File: src/sv/rcpp_pkg.sv
`default_nettype none

package rcpp_pkg;

   // Default length of a point set before the arrival index wraps.
   localparam int MAX_POINTS_DEFAULT = 65536;

   // Configuration register indexes.
   localparam int CSR_IDX_W = 3;
   localparam int CSR_DATA_W = 24;
   localparam logic [CSR_IDX_W-1:0] CSR_ORIGIN_X = 3'd0;
   localparam logic [CSR_IDX_W-1:0] CSR_ORIGIN_Y = 3'd1;
   localparam logic [CSR_IDX_W-1:0] CSR_ORIGIN_Z = 3'd2;
   localparam logic [CSR_IDX_W-1:0] CSR_DIR_X    = 3'd3;
   localparam logic [CSR_IDX_W-1:0] CSR_DIR_Y    = 3'd4;
   localparam logic [CSR_IDX_W-1:0] CSR_DIR_Z    = 3'd5;
   localparam logic [CSR_IDX_W-1:0] CSR_CONE_COS = 3'd6;

   // Field widths.
   localparam int COORD_W = 24;
   localparam int INDEX_W = 16;
   localparam int DIST_W  = 26;
   localparam int PROJ_W  = 41;   // magnitude of a non-negative projection
   localparam int BEST_W  = 48;

   // Depth of the queue between front and back.
   localparam int QUEUE_DEPTH = 4;
   localparam int QUEUE_PTR_W = $clog2(QUEUE_DEPTH);

   // One classified point as handed from front to back.
   typedef struct packed {
      logic              cone_ok;
      logic [PROJ_W-1:0] proj;
      logic              last;
   } queue_entry_type;

endpackage

`default_nettype wire

File: src/sv/rcpp_queue.sv
`default_nettype none

module rcpp_queue (
   input  wire logic                       clock,
   input  wire logic                       reset,
   input  wire logic                       push_valid,
   output logic                            push_ready,
   input  wire rcpp_pkg::queue_entry_type  push_entry,
   output logic                            pop_valid,
   input  wire logic                       pop_ready,
   output rcpp_pkg::queue_entry_type       pop_entry
);
   import rcpp_pkg::*;

   queue_entry_type             mem_ff [QUEUE_DEPTH];
   logic [QUEUE_PTR_W-1:0]      wr_ptr_ff, rd_ptr_ff;
   logic [QUEUE_PTR_W:0]        count_ff, count_in;
   logic                        do_push, do_pop;

   assign push_ready = (count_ff != (QUEUE_PTR_W+1)'(QUEUE_DEPTH));
   assign pop_valid  = (count_ff != '0);
   assign do_push    = push_valid && push_ready;
   assign do_pop     = pop_valid && pop_ready;
   assign pop_entry  = mem_ff[rd_ptr_ff];

   always_comb begin
      count_in = count_ff;
      if (do_push && !do_pop) begin
         count_in = count_ff + 1'b1;
      end else if (do_pop && !do_push) begin
         count_in = count_ff - 1'b1;
      end
   end

   always_ff @(posedge clock) begin
      if (do_push) begin
         mem_ff[wr_ptr_ff] <= push_entry;
      end
   end

   always_ff @(posedge clock) begin
      if (reset) begin
         wr_ptr_ff <= '0;
         rd_ptr_ff <= '0;
         count_ff  <= '0;
      end else begin
         if (do_push) begin
            wr_ptr_ff <= wr_ptr_ff + 1'b1;
         end
         if (do_pop) begin
            rd_ptr_ff <= rd_ptr_ff + 1'b1;
         end
         count_ff <= count_in;
      end
   end

endmodule

`default_nettype wire

File: config.mk
export PLATFORM = sky130hd
export DESIGN_NAME = rcpp_queue
export DESIGN_NICKNAME = d
export VERILOG_FILES = /design/src/sv/rcpp_pkg.sv /design/src/sv/rcpp_queue.sv
export SDC_FILE = /design/constraint.sdc
export NUM_CORES = 1
export LEC_CHECK = 0
export BUFFER_PORTS_ARGS = -buffer_cell sky130_fd_sc_hd__buf_4
export CELL_PAD_IN_SITES_DETAIL_PLACEMENT = 2
export CELL_PAD_IN_SITES_GLOBAL_PLACEMENT = 2
export CORE_MARGIN = 2
export CORE_UTILIZATION = 35
export CTS_CLUSTER_SIZE = 20
export DETAILED_ROUTE_END_ITERATION = 6
export GPL_TIMING_DRIVEN = 0
export HOLD_SLACK_MARGIN = 0.06
export PLACE_DENSITY_LB_ADDON = 0.1
export SYNTH_ARGS = -nofsm -noshare
export SYNTH_HDL_FRONTEND = slang
export SYNTH_SLANG_ARGS = --single-unit
File: constraint.sdc
create_clock -name clock -period 2.9 [get_ports clock]
set_input_delay 0.58 -clock clock [delete_from_list [all_inputs] [get_ports clock]]
set_output_delay 0.58 -clock clock [all_outputs]
set_load 0.01 [all_outputs]
==> results.json <==
{
  "status": "finished clean",
  "place_congestion": 0.667,
  "core_area_sq_um": 18800,
  "cts-resized-gates": 0,
  "synthesis.instances": 273,
  "clk_pin_slew_ns": 0.07,
  "worstPathMaxFanout": 10,
  "yosysSeqAreaShare_pct": 79.5,
  "drt_iter0_drc": 138,
  "drive_gt1_share_pct": 44.1,
  "gr-usage-all-layers_pct": 13.9,
  "cellInternalPower_w": 0.00541,
  "antenna_left": 0,
  "max_freq_ghz": 0.397,
  "setup_tns_ns": 0,
  "power_switching_w": 0.00193,
  "layout_commonest_cell": "edfxtp_1",
  "grt_pass1_vias": 3428,
  "dr_total_vias": 3052,
  "cts_hold_buf": 0,
  "syn_nets": 326,
  "cp.required_ns": 2.32,
  "io_buffers": 90,
  "synth_edf_count": 172,
  "yosysTopAreaCellShare_pct": 76.8,
  "cp.arrival_ns": 1.94,
  "synth_warnings": 0,
  "layout_common_cells": "172 x edfxtp_1, 90 x buf_4, 40 x mux4_2",
  "swShare_pct": 26.3,
  "finalSetupViolCount": 0,
  "pin_count": 92,
  "cap_violations": 0,
  "p_comb_share_pct": 26.5,
  "async_flop_share_pct": 0,
  "avgSynthCellArea_sq_um": 24.6,
  "rows": 50,
  "grt_pass1_wl_mm": 20.5,
  "dieArea_sq_um": 20300,
  "dp_hpwl_mm": 8.27,
  "pwr-share-clk_pct": 29.0,
  "p_per_area_nw_per_um2": 882,
  "syn-cell-area_sq_um": 6730,
  "vias_per_cell": 4.82,
  "slew_headroom_pct": 53.6,
  "grt_start_max_net_pins": 27,
  "grt_overflow": 0,
  "die_h_um": 143,
  "tightest_slew_ns": 0.696,
  "crit_type": "reg -> out",
  "synth_area_leader_cell": "edfxtp_1",
  "cts_max_path_buffers": 2,
  "hold_viol": 0,
  "cts_root_buffer": "clkbuf_16",
  "yosys_register_bits": 181,
  "seqPwrFrac_pct": 44.5,
  "ys.flop_type": "edfxtp_1",
  "worstSetupEndpointType": "output pin",
  "totalWireLength_mm": 13.2,
  "drt_first_pass_iters": 4,
  "ys_types": 24,
  "die_w_um": 143,
  "hp-class": "in -> reg",
  "period_share_pct": 86.9,
  "peakVddDrop_uv": 416,
  "period_needed_ns": 2.52,
  "wl_per_cell_um": 20.9,
  "rsz0062_at_grt": "no",
  "utilization_pct": 44.3,
  "cts.sinks": 181,
  "drc": 0,
  "post_cts_buffers": 0,
  "clk_latency_ns": 0.42,
  "crit_path_start_kind": "flip-flop",
  "area_growth_pct": 23.7,
  "nNetsFinal": 439,
  "cts_tree": "done",
  "power_leakage_nw": 2.81,
  "cts_buffers": 17,
  "whs_ns": 0.359,
  "initial_core_util_pct": 35.8,
  "diodes": 0,
  "synthTopCellsByArea": "edfxtp_1 77%, mux4_2 13%, dfxtp_1 2.7%, buf_12 1.2%, mux4_1 1.2%",
  "cts_max_level": 4,
  "slew_violations": 0,
  "antenna_found_initial": 0,
  "fin_skew_ns": 0.00828
}
## Yosys cell counts, drive strengths merged, types with 2 or more instances
master and count:
xor2 4, nand2b 2, clkbuf 2, nor2 8
mux2i 2, ha 5, dfxtp 9, or3 2
inv 3, edfxtp 172, and2 4, mux4 43
buf 9
## power groups by stage
stage          sequential, W  clock (W)  combinational [W]
2_1_floorplan        0.00330          0            0.00118
3_3_place_gp         0.00332          0            0.00196
3_5_place_dp         0.00332          0            0.00202
4_1_cts              0.00327    0.00219            0.00202
5_1_grt              0.00329    0.00230            0.00211
6_report             0.00326    0.00213            0.00195
## stage by stage
step,setup slack [ns],cells,total power (W),area (sq um)
detailed placement,0.539,601,0.00534,7780
global route,0.282,633,0.00770,8320
floorplan,0.574,273,0.00447,6730
finish,0.380,633,0.00734,8320
global placement,-0.631,597,0.00528,7690
CTS,0.289,633,0.00748,8320
## layout make-up
type	count	area, sq um
Sequential cell	181	5350
Tap cell	234	293
Buffer	11	119
Multi-Input combinational cell	78	1250
Fill cell	1735	10400
Clock inverter	12	104
Timing Repair Buffer	94	756
Inverter	3	11.3
Clock buffer	20	437
## critical path, cell delays in order, from the launching register on
cell and delay, ns:
dfxtp_1 0.30, clkbuf_1 0.31, buf_2 0.36, mux4_2 0.38, buf_4 0.17
## logic make-up (layout without fill, tap and decap cells)
group,Yosys count,in the layout,synth area share [%]
AOI/OAI and AO/OA,5,5,0.558
xor gates and xnor gates,4,4,0.521
adders and majority gates,6,6,1.23
buffers and inverters,14,140,1.93
DFF,181,181,79.5
muxes,46,46,15.0
and+or+nand+nor,17,17,1.25
## worst paths after layout
| check | from | to | slack, ns | depth (start not counted) |
|---|---|---|---|---|
| setup / recovery | flip-flop | pop_entry[9] | 0.38 | 4 |
| hold / removal | push_entry[37] | mem_ff[3][37]$_DFFE_PP_ | 0.36 | 1 |
| setup reg to reg | count_ff[0]$_SDFFE_PP0P_ | count_ff[2]$_SDFFE_PP0P_ | 0.65 | 8 |
| hold reg to reg | wr_ptr_ff[1]$_SDFFE_PP0P_ | wr_ptr_ff[1]$_SDFFE_PP0P_ | 0.53 | 2 |
## state kept, by name, summed over array words and instances, names as in the netlist, named ones only
signal / count
count_ff: 3
wr_ptr_ff: 2
mem_ff: 172
rd_ptr_ff: 2
## metal layers
| layer | track usage, % | part of all wire, % | wire length (um) |
|---|---|---|---|
| met4 | 5.16 | 1.5 | 194 |
| met1 | 18.5 | 46 | 6020 |
| met5 | 0 | 0 | 0 |
| met2 | 22.4 | 49 | 6500 |
| met3 | 3.32 | 3.7 | 488 |
Power figures use the tool's default switching activity.
