==> src/sv/rcpp_pkg.sv <==
`default_nettype none

package rcpp_pkg;

   // Default length of a point set before the arrival index wraps.
   localparam int MAX_POINTS_DEFAULT = 65536;

   // Configuration register indexes.
   localparam int CSR_IDX_W = 3;
   localparam int CSR_DATA_W = 24;
   localparam logic [CSR_IDX_W-1:0] CSR_ORIGIN_X = 3'd0;
   localparam logic [CSR_IDX_W-1:0] CSR_ORIGIN_Y = 3'd1;
   localparam logic [CSR_IDX_W-1:0] CSR_ORIGIN_Z = 3'd2;
   localparam logic [CSR_IDX_W-1:0] CSR_DIR_X    = 3'd3;
   localparam logic [CSR_IDX_W-1:0] CSR_DIR_Y    = 3'd4;
   localparam logic [CSR_IDX_W-1:0] CSR_DIR_Z    = 3'd5;
   localparam logic [CSR_IDX_W-1:0] CSR_CONE_COS = 3'd6;

   // Field widths.
   localparam int COORD_W = 24;
   localparam int INDEX_W = 16;
   localparam int DIST_W  = 26;
   localparam int PROJ_W  = 41;   // magnitude of a non-negative projection
   localparam int BEST_W  = 48;

   // Depth of the queue between front and back.
   localparam int QUEUE_DEPTH = 4;
   localparam int QUEUE_PTR_W = $clog2(QUEUE_DEPTH);

   // One classified point as handed from front to back.
   typedef struct packed {
      logic              cone_ok;
      logic [PROJ_W-1:0] proj;
      logic              last;
   } queue_entry_type;

endpackage

`default_nettype wire

==> src/sv/rcpp_back.sv <==
`default_nettype none

module rcpp_back #(
   parameter int MAX_POINTS = rcpp_pkg::MAX_POINTS_DEFAULT
) (
   input  wire logic                          clock,
   input  wire logic                          reset,
   input  wire logic                          pop_valid,
   output logic                               pop_ready,
   input  wire rcpp_pkg::queue_entry_type     pop_entry,
   output logic                               rsp_valid,
   input  wire logic                          rsp_ready,
   output logic                               rsp_found,
   output logic [rcpp_pkg::INDEX_W-1:0]       rsp_best_index,
   output logic [rcpp_pkg::DIST_W-1:0]        rsp_best_distance
);
   import rcpp_pkg::*;

   localparam int CNT_W = (MAX_POINTS > 1) ? $clog2(MAX_POINTS) : 1;
   localparam logic [CNT_W-1:0] CNT_LAST = CNT_W'(MAX_POINTS - 1);

   logic [BEST_W-1:0] best_ff, best_in;
   logic [CNT_W-1:0]  slot_ff, slot_in;
   logic              have_ff, have_in;
   logic [CNT_W-1:0]  count_ff, count_next;
   logic              take, do_pop;

   logic                rsp_valid_ff;
   logic                rsp_found_ff;
   logic [INDEX_W-1:0]  rsp_index_ff;
   logic [DIST_W-1:0]   rsp_dist_ff, dist_in;

   // A last point needs the output register free; other beats always drain.
   assign pop_ready = !pop_entry.last || !rsp_valid_ff || rsp_ready;
   assign do_pop    = pop_valid && pop_ready;

   // Strictly below the best so far, so a tie keeps the earlier point.
   assign take    = pop_entry.cone_ok && ({7'd0, pop_entry.proj} < best_ff);
   assign best_in = take ? {7'd0, pop_entry.proj} : best_ff;
   assign slot_in = take ? count_ff : slot_ff;
   assign have_in = take || have_ff;

   assign count_next = (count_ff == CNT_LAST) ? '0 : count_ff + 1'b1;

   assign dist_in = (|best_in[BEST_W-1:PROJ_W]) ? '1 : best_in[PROJ_W-1:15];

   always_ff @(posedge clock) begin
      if (reset) begin
         best_ff  <= '1;
         slot_ff  <= '0;
         have_ff  <= 1'b0;
         count_ff <= '0;
      end else if (do_pop) begin
         if (pop_entry.last) begin
            best_ff  <= '1;
            slot_ff  <= '0;
            have_ff  <= 1'b0;
            count_ff <= '0;
         end else begin
            best_ff  <= best_in;
            slot_ff  <= slot_in;
            have_ff  <= have_in;
            count_ff <= count_next;
         end
      end
   end

   always_ff @(posedge clock) begin
      if (reset) begin
         rsp_valid_ff <= 1'b0;
      end else if (do_pop && pop_entry.last) begin
         rsp_valid_ff <= 1'b1;
      end else if (rsp_ready) begin
         rsp_valid_ff <= 1'b0;
      end
   end

   always_ff @(posedge clock) begin
      if (do_pop && pop_entry.last) begin
         rsp_found_ff <= have_in;
         rsp_index_ff <= have_in ? INDEX_W'(slot_in) : '0;
         rsp_dist_ff  <= have_in ? dist_in : '0;
      end
   end

   assign rsp_valid         = rsp_valid_ff;
   assign rsp_found         = rsp_found_ff;
   assign rsp_best_index    = rsp_index_ff;
   assign rsp_best_distance = rsp_dist_ff;

endmodule

`default_nettype wire

==> config.mk <==
export PLATFORM = sky130hd
export DESIGN_NAME = rcpp_back
export DESIGN_NICKNAME = d
export VERILOG_FILES = /design/src/sv/rcpp_pkg.sv /design/src/sv/rcpp_back.sv
export SDC_FILE = /design/constraint.sdc
export NUM_CORES = 1
export LEC_CHECK = 0
export BUFFER_PORTS_ARGS = -buffer_cell sky130_fd_sc_hd__buf_2
export CAP_MARGIN = 30
export CORE_ASPECT_RATIO = 0.8
export CORE_MARGIN = 2
export CORE_UTILIZATION = 55
export DETAILED_ROUTE_END_ITERATION = 16
export PLACE_DENSITY = 0.77
export SLEW_MARGIN = 0
export SYNTH_ARGS = -nofsm -noshare
export SYNTH_HDL_FRONTEND = slang
export SYNTH_SLANG_ARGS = --single-unit
==> constraint.sdc <==
create_clock -name clock -period 9.15 [get_ports clock]
set_input_delay 1.83 -clock clock [delete_from_list [all_inputs] [get_ports clock]]
set_output_delay 1.83 -clock clock [all_outputs]
set_load 0.01 [all_outputs]
==> results.py <==
metrics = {
    "critical_path": {
        "crit_cells": 9,
        "critPathRequiredTime_ns": 9.31,
        "crit_path_start": "pop_entry[16]",
        "worstSetupStartpointType": "input port",
        "reg2regPathDepth": 9,
        "critPathMaxFanout": 43,
        "path_buf_inv": 1,
        "end_kind": "flip-flop",
        "rr_endpoint": "rsp_best_distance[25]",
        "cpPeakStageDelay_ns": 0.78,
        "cp_cell_sequence": "buf_2 -> ha_1 -> and4_1 -> nand2_1 -> or4_1 -> a311o_1 -> a2111o_1 -> nand2_8 -> mux2_2",
        "reg2reg_from": "best_ff[15]",
        "crit_family": "simple AND/OR/NAND/NOR gates",
        "critical_path_arrival_ns": 5.19,
        "crit_path_end": "rsp_best_distance[25]",
        "r2r_setup_slack_ns": 5.27,
        "crit_slowest_cell": "a2111o_1",
        "crit_type": "input port to flip-flop",
    },
    "synthesis": {
        "synth_area_leaders": "dfxtp_1 26%, edfxtp_1 20%, ha_1 8.1%",
        "synthSimpleGateAreaFrac": 0.1088,
        "synth.distinct_cells": 54,
        "synth_xor_area_frac": 0.01385,
        "synth_area_mm2": 0.006325,
        "ys_warn_count": 0,
        "ys_ff_latch": 125,
        "synth_commonest_cells": "84 x inv_1, 82 x dfxtp_1, 71 x o21ai_0",
        "ys_seq_area_frac": 0.4637,
        "synth_edf_count": 43,
        "synth_top_family_by_area": "compound AO/OA/AOI/OAI gates",
        "synth_top_cell_by_area": "dfxtp_1",
        "synth_compound_area_frac": 0.1735,
        "ys.flop_type": "dfxtp_1",
        "muxShareOfSynthArea": 0.06667,
        "synth_cells": 637,
        "synthArstFlopShare": 0,
        "avgSynthCellArea_um2": 9.929,
        "yosysMostFrequentCell": "inv_1",
        "synth_fa_ha_area_frac": 0.08111,
        "syn_nets": 725,
        "synth_top_area_frac": 0.2595,
    },
    "finish": {
        "finish.utilization": 0.6733,
        "nets": 805,
        "antenna_cells": 0,
        "drive_gt1_frac": 0.1904,
        "syn2layout_area_growth_pct": 17.29,
    },
    "cts": {
        "clkLatencyLatePin_ns": 0.42,
        "cts_root_buffer": "clkbuf_16",
        "cts_buffer_depth": 2,
        "cts_buffers": 17,
        "cts_resized": 0,
        "post_cts_buffers": 0,
        "clkTransAtPathRegs_ns": 0.05,
        "h-tree-depth": 4,
        "holdBufCountCts": 0,
        "cts_tree": "done",
        "cts_sinks": 125,
    },
    "placement": {
        "place.gp.congestion": 0.8691,
        "dp_hpwl_mm": 9.963,
        "portBuffers": 91,
    },
    "floorplan": {
        "die_area_mm2": 0.01238,
        "rows": 34,
        "start_util": 0.5740,
        "core_mm2": 0.01102,
        "die_w_um": 123.9,
        "io-pin-count": 92,
        "die_h_um": 99.92,
    },
    "routing": {
        "avgRoutedWirePerCell_um": 17.39,
        "drc": 0,
        "vias": 5193,
        "detail-route-antenna-nets": 0,
        "first_pass_iters": 6,
        "via_per_inst": 5.942,
        "drt-initial-drc-count": 447,
        "wl_mm": 15.20,
    },
    "sta": {
        "fin_tns_setup_ns": 0,
        "fmax_mhz": 198.7,
        "fin_crit_ns": 5.032,
        "maxSlewViolCount": 0,
        "setup_viol": 0,
        "hold_viol": 0,
        "fin_crit_sh": 0.5499,
        "rsz0062_at_grt": "false",
        "worst_pin_slew_ns": 0.8945,
        "max_slew_margin": 0.4022,
        "finClkSkew_ns": 0.01057,
    },
    "pwr": {
        "leakagePower_nw": 3.342,
        "p_per_area_mw_per_mm2": 201.0,
        "peakVddDrop_v": 0.0001328,
    },
    "global_routing": {
        "antenna_found_initial": 0,
        "grt_max_degree": 51,
        "grt_pass1_vias": 5085,
        "grt_overflow": 0,
        "track_usage": 0.2535,
        "grt_pass1_wl_mm": 24.35,
    },
    "run": {
        "maxCapViolations": 0,
    },
    "min_path": {
        "hold_class": "flip-flop to flip-flop",
    },
    "outcome": {
        "status": "completed",
    },
}
-- how the worst min path moves through the flow --
stage	cells after the start	slack, ns	to	from
2_1_floorplan	1	0.43	best_ff[43]	best_ff[43]
3_3_place_gp	1	0.43	best_ff[43]	best_ff[43]
3_5_place_dp	1	0.44	best_ff[42]	best_ff[42]
4_1_cts	1	0.46	best_ff[42]	best_ff[42]
5_1_grt	1	0.47	best_ff[44]	best_ff[44]
6_report	1	0.46	best_ff[42]	best_ff[42]
-- layout by cell type (no fill, tap or decap), types with 4 or more instances in the layout --
master,netlist,layout
o211ai_1,26,26
clkbuf_16,0,18
mux2i_1,41,41
nand4_1,8,8
nor2_1,19,18
ha_1,41,41
buf_4,2,5
a32o_1,16,16
buf_2,3,91
xnor2_1,10,10
and2_1,4,4
nand2_1,37,37
clkinv_2,0,4
edfxtp_1,43,43
a21o_1,12,12
nand2b_1,5,5
dfxtp_1,82,82
nand3_1,37,37
inv_1,84,84
o21ai_0,71,71
and4_1,7,7
a21oi_1,20,20
-- final cells by class --
| cell class | count | area [um^2] |
|---|---|---|
| repair buffers | 98 | 531.8 |
| multi-input cells | 391 | 2829 |
| well taps | 144 | 180.2 |
| clock inverters | 10 | 133.9 |
| clock buffers | 22 | 495.5 |
| fillers | 825 | 3600 |
| inverters | 84 | 315.3 |
| flip-flops and latches | 125 | 2933 |
-- kinds of logic (layout without fill, tap and decap cells) --
family / after synthesis / count (layout)
compound gates: 166 / 166
xor+xnor: 10 / 10
fa+ha+maj: 41 / 41
simple gates: 132 / 132
mux: 42 / 42
buf+inv: 121 / 214
flops: 125 / 125
-- worst reg2reg max path: cells and delay by family (launching register included) --
family	cells	cell delay (ns)
adders and majority gates	1	0.30
muxes	1	0.41
and+or+nand+nor	4	1.36
AOI/OAI and AO/OA	2	1.16
buffers and inverters	1	0.05
DFF	1	0.34
-- through the flow --
stage | power [mW] | instances | hold WS [ns] | setup WS, ns | area (um^2)
finish | 1.491 | 874 | 0.4553 | 4.118 | 7418
global route | 1.544 | 874 | 0.4727 | 4.052 | 7418
CTS | 1.492 | 873 | 0.4554 | 4.150 | 7407
detailed placement | 0.7898 | 841 | 0.4432 | 3.741 | 6778
global placement | 0.7774 | 840 | 0.4334 | 3.828 | 6750
floorplan | 0.7396 | 637 | 0.4269 | 4.629 | 6325
-- registers in the layout (all words and copies together), names as in the netlist --
signal,count
rsp_best_distance,26
have_ff,1
rsp_valid,1
count_ff,16
slot_ff,16
rsp_best_index,16
rsp_found,1
best_ff,48
-- metal layers --
metal,track usage,vias to the layer above,share of wire
met5,0,-,0
met4,0.08124,0,0.014
met3,0.06648,23,0.082
met2,0.4193,248,0.47
met1,0.3252,2478,0.43
li1,-,2444,-
-- power breakdown --
group	internal, mW	total (mW)	switching (mW)	leakage [nW]
sequential	0.603	0.617	0.0141	1.08
combinational	0.0635	0.165	0.102	1.95
clock	0.465	0.708	0.243	0.307
total	1.13	1.49	0.359	3.34
(Power assumes the default switching activity.)
